===== src/rtl/cgls_pkg.sv =====
// ============================================================================
// Complex grid Laplacian stencil package
// Shared types, register indexes, stencil weights and divisors.
// ============================================================================
package cgls_pkg;

    localparam int CFG_IDX_W  = 2;
    localparam int CFG_DATA_W = 32;

    localparam logic [CFG_IDX_W-1:0] CFG_ORDER  = 2'd0;
    localparam logic [CFG_IDX_W-1:0] CFG_STRIDE = 2'd1;
    localparam logic [CFG_IDX_W-1:0] CFG_INV_DX = 2'd2;
    localparam logic [CFG_IDX_W-1:0] CFG_INV_DY = 2'd3;

    localparam logic [1:0]  ORDER_RESET  = 2'd1;
    localparam logic [6:0]  STRIDE_RESET = 7'd64;
    localparam logic [31:0] INV_RESET    = 32'd65536;

    localparam logic REQ_WRITE = 1'b0;
    localparam logic REQ_QUERY = 1'b1;

    // Signed width used for neighbour address arithmetic and bound checks.
    localparam int ADDR_CALC_W = 19;
    localparam int PROD_W      = 128;
    localparam int QUOT_W      = 96;
    localparam int DIGIT_W     = 8;
    localparam int DIV_STEPS   = QUOT_W / DIGIT_W;
    localparam int TERM_W      = 98;
    localparam int WEIGHT_W    = 11;

    typedef enum logic [2:0] {
        ST_IDLE,
        ST_READ,
        ST_DRAIN,
        ST_SQUARE,
        ST_MULT,
        ST_DIVIDE,
        ST_ACCUM,
        ST_FINISH
    } state_t;

    typedef struct packed {
        logic       load;
        logic       wr;
        logic       rd;
        logic       axis;
        logic [2:0] pt;
        logic       square;
        logic       mult;
        logic       div;
        logic       div_first;
        logic       accum;
        logic       finish;
        logic [1:0] term;
        logic [1:0] cnt;
    } dp_cmd_t;

    typedef struct packed {
        logic [1:0] order;
        logic       err;
    } dp_status_t;

    // Integer stencil weight for tap distance k, scaled over the divisor.
    function automatic logic signed [WEIGHT_W-1:0] stencil_weight(
        input logic [1:0] ord,
        input logic [1:0] k
    );
        logic signed [WEIGHT_W-1:0] w;
        w = '0;
        case (ord)
            2'd1:
            begin
                case (k)
                    2'd0:    w = -11'sd2;
                    2'd1:    w = 11'sd1;
                    default: w = '0;
                endcase
            end
            2'd2:
            begin
                case (k)
                    2'd0:    w = -11'sd30;
                    2'd1:    w = 11'sd16;
                    2'd2:    w = -11'sd1;
                    default: w = '0;
                endcase
            end
            2'd3:
            begin
                case (k)
                    2'd0:    w = -11'sd490;
                    2'd1:    w = 11'sd270;
                    2'd2:    w = -11'sd27;
                    default: w = 11'sd2;
                endcase
            end
            default: w = '0;
        endcase
        return w;
    endfunction

    function automatic logic [DIGIT_W-1:0] stencil_divisor(input logic [1:0] ord);
        logic [DIGIT_W-1:0] d;
        case (ord)
            2'd2:    d = 8'd12;
            2'd3:    d = 8'd180;
            default: d = 8'd1;
        endcase
        return d;
    endfunction

endpackage


===== src/rtl/cgls_ctrl.sv =====
// ============================================================================
// Complex grid Laplacian stencil controller
// Sequences reads, scaling multiplies, divides and accumulation of a query.
// ============================================================================
module cgls_ctrl
(
    input  logic                clk,
    input  logic                rst_n,
    input  logic                start,
    input  logic                req_type,
    input  cgls_pkg::dp_status_t status,
    output cgls_pkg::dp_cmd_t   cmd,
    output logic                busy
);
    import cgls_pkg::*;

    state_t     state_reg, state_next;
    logic [2:0] pt_reg, pt_next;
    logic       axis_reg, axis_next;
    logic [1:0] term_reg, term_next;
    logic [3:0] cnt_reg, cnt_next;
    logic [2:0] last_pt;

    assign last_pt = {status.order, 1'b0};

    always_ff @(posedge clk or negedge rst_n)
    begin
        if (!rst_n)
        begin
            state_reg <= ST_IDLE;
            pt_reg    <= '0;
            axis_reg  <= 1'b0;
            term_reg  <= '0;
            cnt_reg   <= '0;
        end
        else
        begin
            state_reg <= state_next;
            pt_reg    <= pt_next;
            axis_reg  <= axis_next;
            term_reg  <= term_next;
            cnt_reg   <= cnt_next;
        end
    end

    always_comb
    begin
        state_next = state_reg;
        pt_next    = pt_reg;
        axis_next  = axis_reg;
        term_next  = term_reg;
        cnt_next   = cnt_reg;
        case (state_reg)
            ST_IDLE:
            begin
                if (start && req_type == REQ_QUERY)
                begin
                    pt_next    = '0;
                    axis_next  = 1'b0;
                    term_next  = '0;
                    state_next = (status.order == 2'd0) ? ST_FINISH : ST_READ;
                end
            end
            ST_READ:
            begin
                if (pt_reg == last_pt)
                begin
                    pt_next = '0;
                    if (axis_reg)
                    begin
                        state_next = ST_DRAIN;
                    end
                    else
                    begin
                        axis_next = 1'b1;
                    end
                end
                else
                begin
                    pt_next = pt_reg + 3'd1;
                end
            end
            ST_DRAIN:
            begin
                state_next = status.err ? ST_FINISH : ST_SQUARE;
            end
            ST_SQUARE:
            begin
                cnt_next   = '0;
                state_next = ST_MULT;
            end
            ST_MULT:
            begin
                if (cnt_reg == 4'd3)
                begin
                    cnt_next   = '0;
                    state_next = ST_DIVIDE;
                end
                else
                begin
                    cnt_next = cnt_reg + 4'd1;
                end
            end
            ST_DIVIDE:
            begin
                if (cnt_reg == 4'(DIV_STEPS - 1))
                begin
                    cnt_next   = '0;
                    state_next = ST_ACCUM;
                end
                else
                begin
                    cnt_next = cnt_reg + 4'd1;
                end
            end
            ST_ACCUM:
            begin
                if (term_reg == 2'd3)
                begin
                    state_next = ST_FINISH;
                end
                else
                begin
                    term_next  = term_reg + 2'd1;
                    state_next = ST_SQUARE;
                end
            end
            ST_FINISH:
            begin
                state_next = ST_IDLE;
            end
            default:
            begin
                state_next = ST_IDLE;
            end
        endcase
    end

    always_comb
    begin
        cmd           = '0;
        cmd.axis      = axis_reg;
        cmd.pt        = pt_reg;
        cmd.term      = term_reg;
        cmd.cnt       = cnt_reg[1:0];
        busy          = (state_reg != ST_IDLE);
        case (state_reg)
            ST_IDLE:
            begin
                cmd.load = start && (req_type == REQ_QUERY);
                cmd.wr   = start && (req_type == REQ_WRITE);
            end
            ST_READ:   cmd.rd = 1'b1;
            ST_SQUARE: cmd.square = 1'b1;
            ST_MULT:   cmd.mult = 1'b1;
            ST_DIVIDE:
            begin
                cmd.div       = 1'b1;
                cmd.div_first = (cnt_reg == 4'd0);
            end
            ST_ACCUM:  cmd.accum = 1'b1;
            ST_FINISH: cmd.finish = 1'b1;
            default:   cmd.load = 1'b0;
        endcase
    end

endmodule


===== config.mk =====
export PLATFORM = sky130hd
export DESIGN_NAME = cgls_ctrl
export DESIGN_NICKNAME = d
export VERILOG_FILES = /design/src/rtl/cgls_pkg.sv /design/src/rtl/cgls_ctrl.sv
export SDC_FILE = /design/constraint.sdc
export NUM_CORES = 1
export LEC_CHECK = 0
export BUFFER_PORTS_ARGS = -buffer_cell sky130_fd_sc_hd__buf_2
export CORE_UTILIZATION = 50
export DETAILED_ROUTE_END_ITERATION = 12
export GPL_TIMING_DRIVEN = 0
export PLACE_DENSITY = 0.77
export SKIP_LAST_GASP = 1
export SYNTH_ARGS = -nofsm -noshare
export SYNTH_HDL_FRONTEND = slang
export SYNTH_SLANG_ARGS = --single-unit

===== constraint.sdc =====
create_clock -name clk -period 1.7 [get_ports clk]
set_input_delay 0.34 -clock clk [delete_from_list [all_inputs] [get_ports clk]]
set_output_delay 0.34 -clock clk [all_outputs]
set_load 0.005 [all_outputs]

==> impl_metrics.env <==
export IMPL_avgRoutedWirePerCell_um=12.1
export IMPL_drv_slew=0
export IMPL_cts_clk_slew_worst_paths_ps=90
export IMPL_hp_class="in2reg"
export IMPL_grt_pass1_vias=745
export IMPL_die_area_mm2=0.00197
export IMPL_skew_ps=1.05
export IMPL_drt_wl_total_mm=1.94
export IMPL_synth_top_area_frac=0.362
export IMPL_htree_levels=1
export IMPL_gr_total_overflow=0
export IMPL_critPathCaptureType="output pin"
export IMPL_drc=0
export IMPL_clock_sinks=13
export IMPL_worstPathCellList="nor3_4 > inv_1 > nor3b_2 > buf_2"
export IMPL_ys_types=40
export IMPL_fmax_mhz=598
export IMPL_syn_area_um2=900
export IMPL_setup_viol=0
export IMPL_grt_busiest_layer="met2"
export IMPL_core_mm2=0.00159
export IMPL_largest_reg_flops=4
export IMPL_grtUsageMet3=0.0367
export IMPL_postSynthAreaPerCell_um2=9.09
export IMPL_num_antenna_cells=0
export IMPL_viasPerCell=5.16
export IMPL_place_hpwl_mm=1.42
export IMPL_ir_worst_vdd_uv=382
export IMPL_p_sw_frac=0.241
export IMPL_area_growth_pct=29.6
export IMPL_nNetsFinal=148
export IMPL_critical_path_slowest_cell="dfrtp_2"
export IMPL_pin_count=25
export IMPL_initial_core_util=0.564
export IMPL_endpoint="cmd[15]"
export IMPL_crit_reg2reg_launch="cnt_reg[0]$_DFFE_PN0P_"
export IMPL_yosys_register_bits=13
export IMPL_yosysTopAreaCell="dfrtp_1"
export IMPL_hold_worst_slack_ps=382
export IMPL_worstMarginPinSlew_ps=359
export IMPL_ff2ff_setup_slack_ps=290
export IMPL_clockBufferDepth=2
export IMPL_drtIter0Drc=6
export IMPL_die_h_um=44.4
export IMPL_cap_violations=0
export IMPL_multi_input_area_um2=502
export IMPL_reg2reg_to="state_reg[0]$_DFFE_PN0P_"
export IMPL_drt_pass1_iter_count=4
export IMPL_power_switching_mw=0.134
export IMPL_startpoint_type="register"
export IMPL_ff2ff_path_depth=5
export IMPL_use_met1=0.328
export IMPL_status="completed"
export IMPL_yosys_warnings=0
export IMPL_synth_area_leaders="dfrtp_1 (36%), ha_1 (5.6%), buf_4 (5.0%), nor2_1 (4.2%), xor2_1 (3.9%)"
export IMPL_p_leak_nw=0.598
export IMPL_gp_congestion=0.805
export IMPL_internal_power_mw=0.421
export IMPL_powerDensity_mw_per_mm2=475
export IMPL_num_fill_cells=128
export IMPL_synth_seq_area_share=0.362
export IMPL_clockRootBuffer="clkbuf_4"
export IMPL_total_power_mw=0.554
export IMPL_die_w_um=44.4
export IMPL_pwr_share_clk=0.356
export IMPL_cts_made_buffers=3
export IMPL_worstPathArrival_ps=1330
export IMPL_grt_usage=0.228
export IMPL_crit_buf_inv=2
export IMPL_grt_pass1_wl_mm=3.22
export IMPL_required_ps=1360
export IMPL_cts_tree="built"
export IMPL_crit_family="flip-flops"
export IMPL_max_slew_margin=0.759
export IMPL_port_buffers=24
export IMPL_worstPathMaxFanout=4
export IMPL_syn_nets=110
export IMPL_period_share=0.983
export IMPL_seqCellArea_um2=327
export IMPL_combPwrFrac=0.071
export IMPL_final_hold_viol_count=0
export IMPL_fin_crit_ps=1670
export IMPL_p_seq_frac=0.572
export IMPL_rows=14
export IMPL_grtUsageMet2=0.338
export IMPL_worstSkewPairLatency_ps=270
export IMPL_crit_cells=4
export IMPL_worst_setup_path_type="reg2out"
export IMPL_vias=826
export IMPL_drive_above_1_share=0.426
export IMPL_worstSetupStartpoint="state_reg[0]$_DFFE_PN0P_"
export IMPL_ant_nets=0
export IMPL_grt_max_degree=14
export IMPL_antenna_found_initial=0
export IMPL_final_setup_tns_ps=0
export IMPL_cp_slowest_stage_delay_ps=460
export IMPL_grt_setup_unrepaired="true"
export IMPL_synth_cells=99
[worst min-delay path, stage by stage]
cell	delay, ps
buf_2	120
nand2_1	100
a32oi_1	60
[synth_stat cells]
| master | number |
|---|---|
| xor2_1 | 4 |
| a211o_1 | 1 |
| dfrtp_1 | 13 |
| mux2_4 | 1 |
| nand2b_4 | 1 |
| nor3_1 | 1 |
| nand2_1 | 9 |
| mux2i_1 | 1 |
| o21ai_2 | 1 |
| nand2b_1 | 4 |
| buf_2 | 1 |
| o21ai_1 | 4 |
| nand3_1 | 3 |
| a32oi_1 | 1 |
| and4_1 | 1 |
| nor2b_2 | 1 |
| a21o_1 | 1 |
| nor2_1 | 10 |
| buf_4 | 6 |
| and3_1 | 1 |
| clkinv_2 | 1 |
| nand2_2 | 1 |
| a21oi_1 | 4 |
| o31ai_1 | 2 |
| nor3_4 | 2 |
| nor3_2 | 1 |
| inv_2 | 2 |
| o211ai_1 | 1 |
| clkbuf_1 | 1 |
| a22o_1 | 1 |
| nor2_2 | 1 |
| nand3_2 | 1 |
| inv_1 | 5 |
| a31o_1 | 1 |
| o41ai_1 | 1 |
| nand4_1 | 1 |
| and3b_1 | 1 |
| ha_1 | 4 |
| a211oi_1 | 2 |
| nor3b_1 | 1 |
[layout make-up]
class                      instances  share of cell area
multi-input combinational         70               0.430
sequential                        13               0.280
timing repair buffer              33               0.163
buffer                             8              0.0515
inverter                           8              0.0268
tap                               24              0.0258
clock buffer                       4              0.0225
[layer usage]
metal  share of wire  wire, µm
met1            0.47       920
met2            0.46       896
met3           0.048        94
met4           0.014        27
met5               0         0
[worst min path at each step]
| stage | start | endpoint | slack, ps | depth (start not counted) |
|---|---|---|---|---|
| after floorplan | rst_n | axis_reg$_DFFE_PN0P_ | 40 | 0 |
| after global placement | rst_n | cnt_reg[2]$_DFFE_PN0P_ | 250 | 1 |
| after detailed placement | rst_n | cnt_reg[2]$_DFFE_PN0P_ | 250 | 1 |
| after CTS | start | state_reg[2]$_DFFE_PN0P_ | 370 | 3 |
| after global routing | req_type | state_reg[2]$_DFFE_PN0P_ | 400 | 3 |
| final | req_type | state_reg[2]$_DFFE_PN0P_ | 380 | 3 |
[cells by family (layout without fill, tap and decap cells)]
kind of cell / after synthesis / in the layout / synth area share
and+or+nand+nor: 40 / 40 / 0.268
AOI/OAI and AO/OA: 20 / 20 / 0.153
muxes: 2 / 2 / 0.0278
DFF: 13 / 13 / 0.362
xor gates and xnor gates: 4 / 4 / 0.0389
adders and majority gates: 4 / 4 / 0.0556
buffers and inverters: 16 / 53 / 0.0946
[cell usage in the layout, fill, tap and decap left out, types with 2 or more instances in the layout]
master	count
nand2_1	9
buf_4	13
o21ai_1	4
nand2b_4	2
nand3_1	3
nor3_4	2
clkbuf_4	4
buf_2	24
a21oi_1	4
xor2_1	4
nor2_1	10
ha_1	4
dfrtp_1	12
o31ai_1	2
inv_1	5
clkbuf_1	2
a211oi_1	2
nand2b_1	3
inv_2	2
[metrics by stage]
step	instances	util	area [µm²]	setup slack [ps]
after global placement	147	0.659	1050	282
after detailed placement	147	0.659	1050	242
final	160	0.732	1170	28.4
after global routing	160	0.732	1170	-66.6
after CTS	155	0.701	1120	5.74
after floorplan	99	-	900	377
[repair_timing]
action / in CTS / in global routing
hold buffers: 1 / 0
endpoints found under the setup margin: 2 / 6
gates resized for setup: 2 / 3
endpoints found under the hold margin: 13 / 0
buffers inserted: 3 / 5
pin swaps: 2 / 2
[power by group through the flow]
stage | Sequential, mW | Clock [mW] | Combinational, mW
after floorplan | 0.323 | 0 | 0.0143
after global placement | 0.323 | 0 | 0.0359
after detailed placement | 0.323 | 0 | 0.0375
after CTS | 0.317 | 0.200 | 0.0398
after global routing | 0.318 | 0.212 | 0.0449
final | 0.317 | 0.197 | 0.0396
Power figures use the tool's default switching activity.
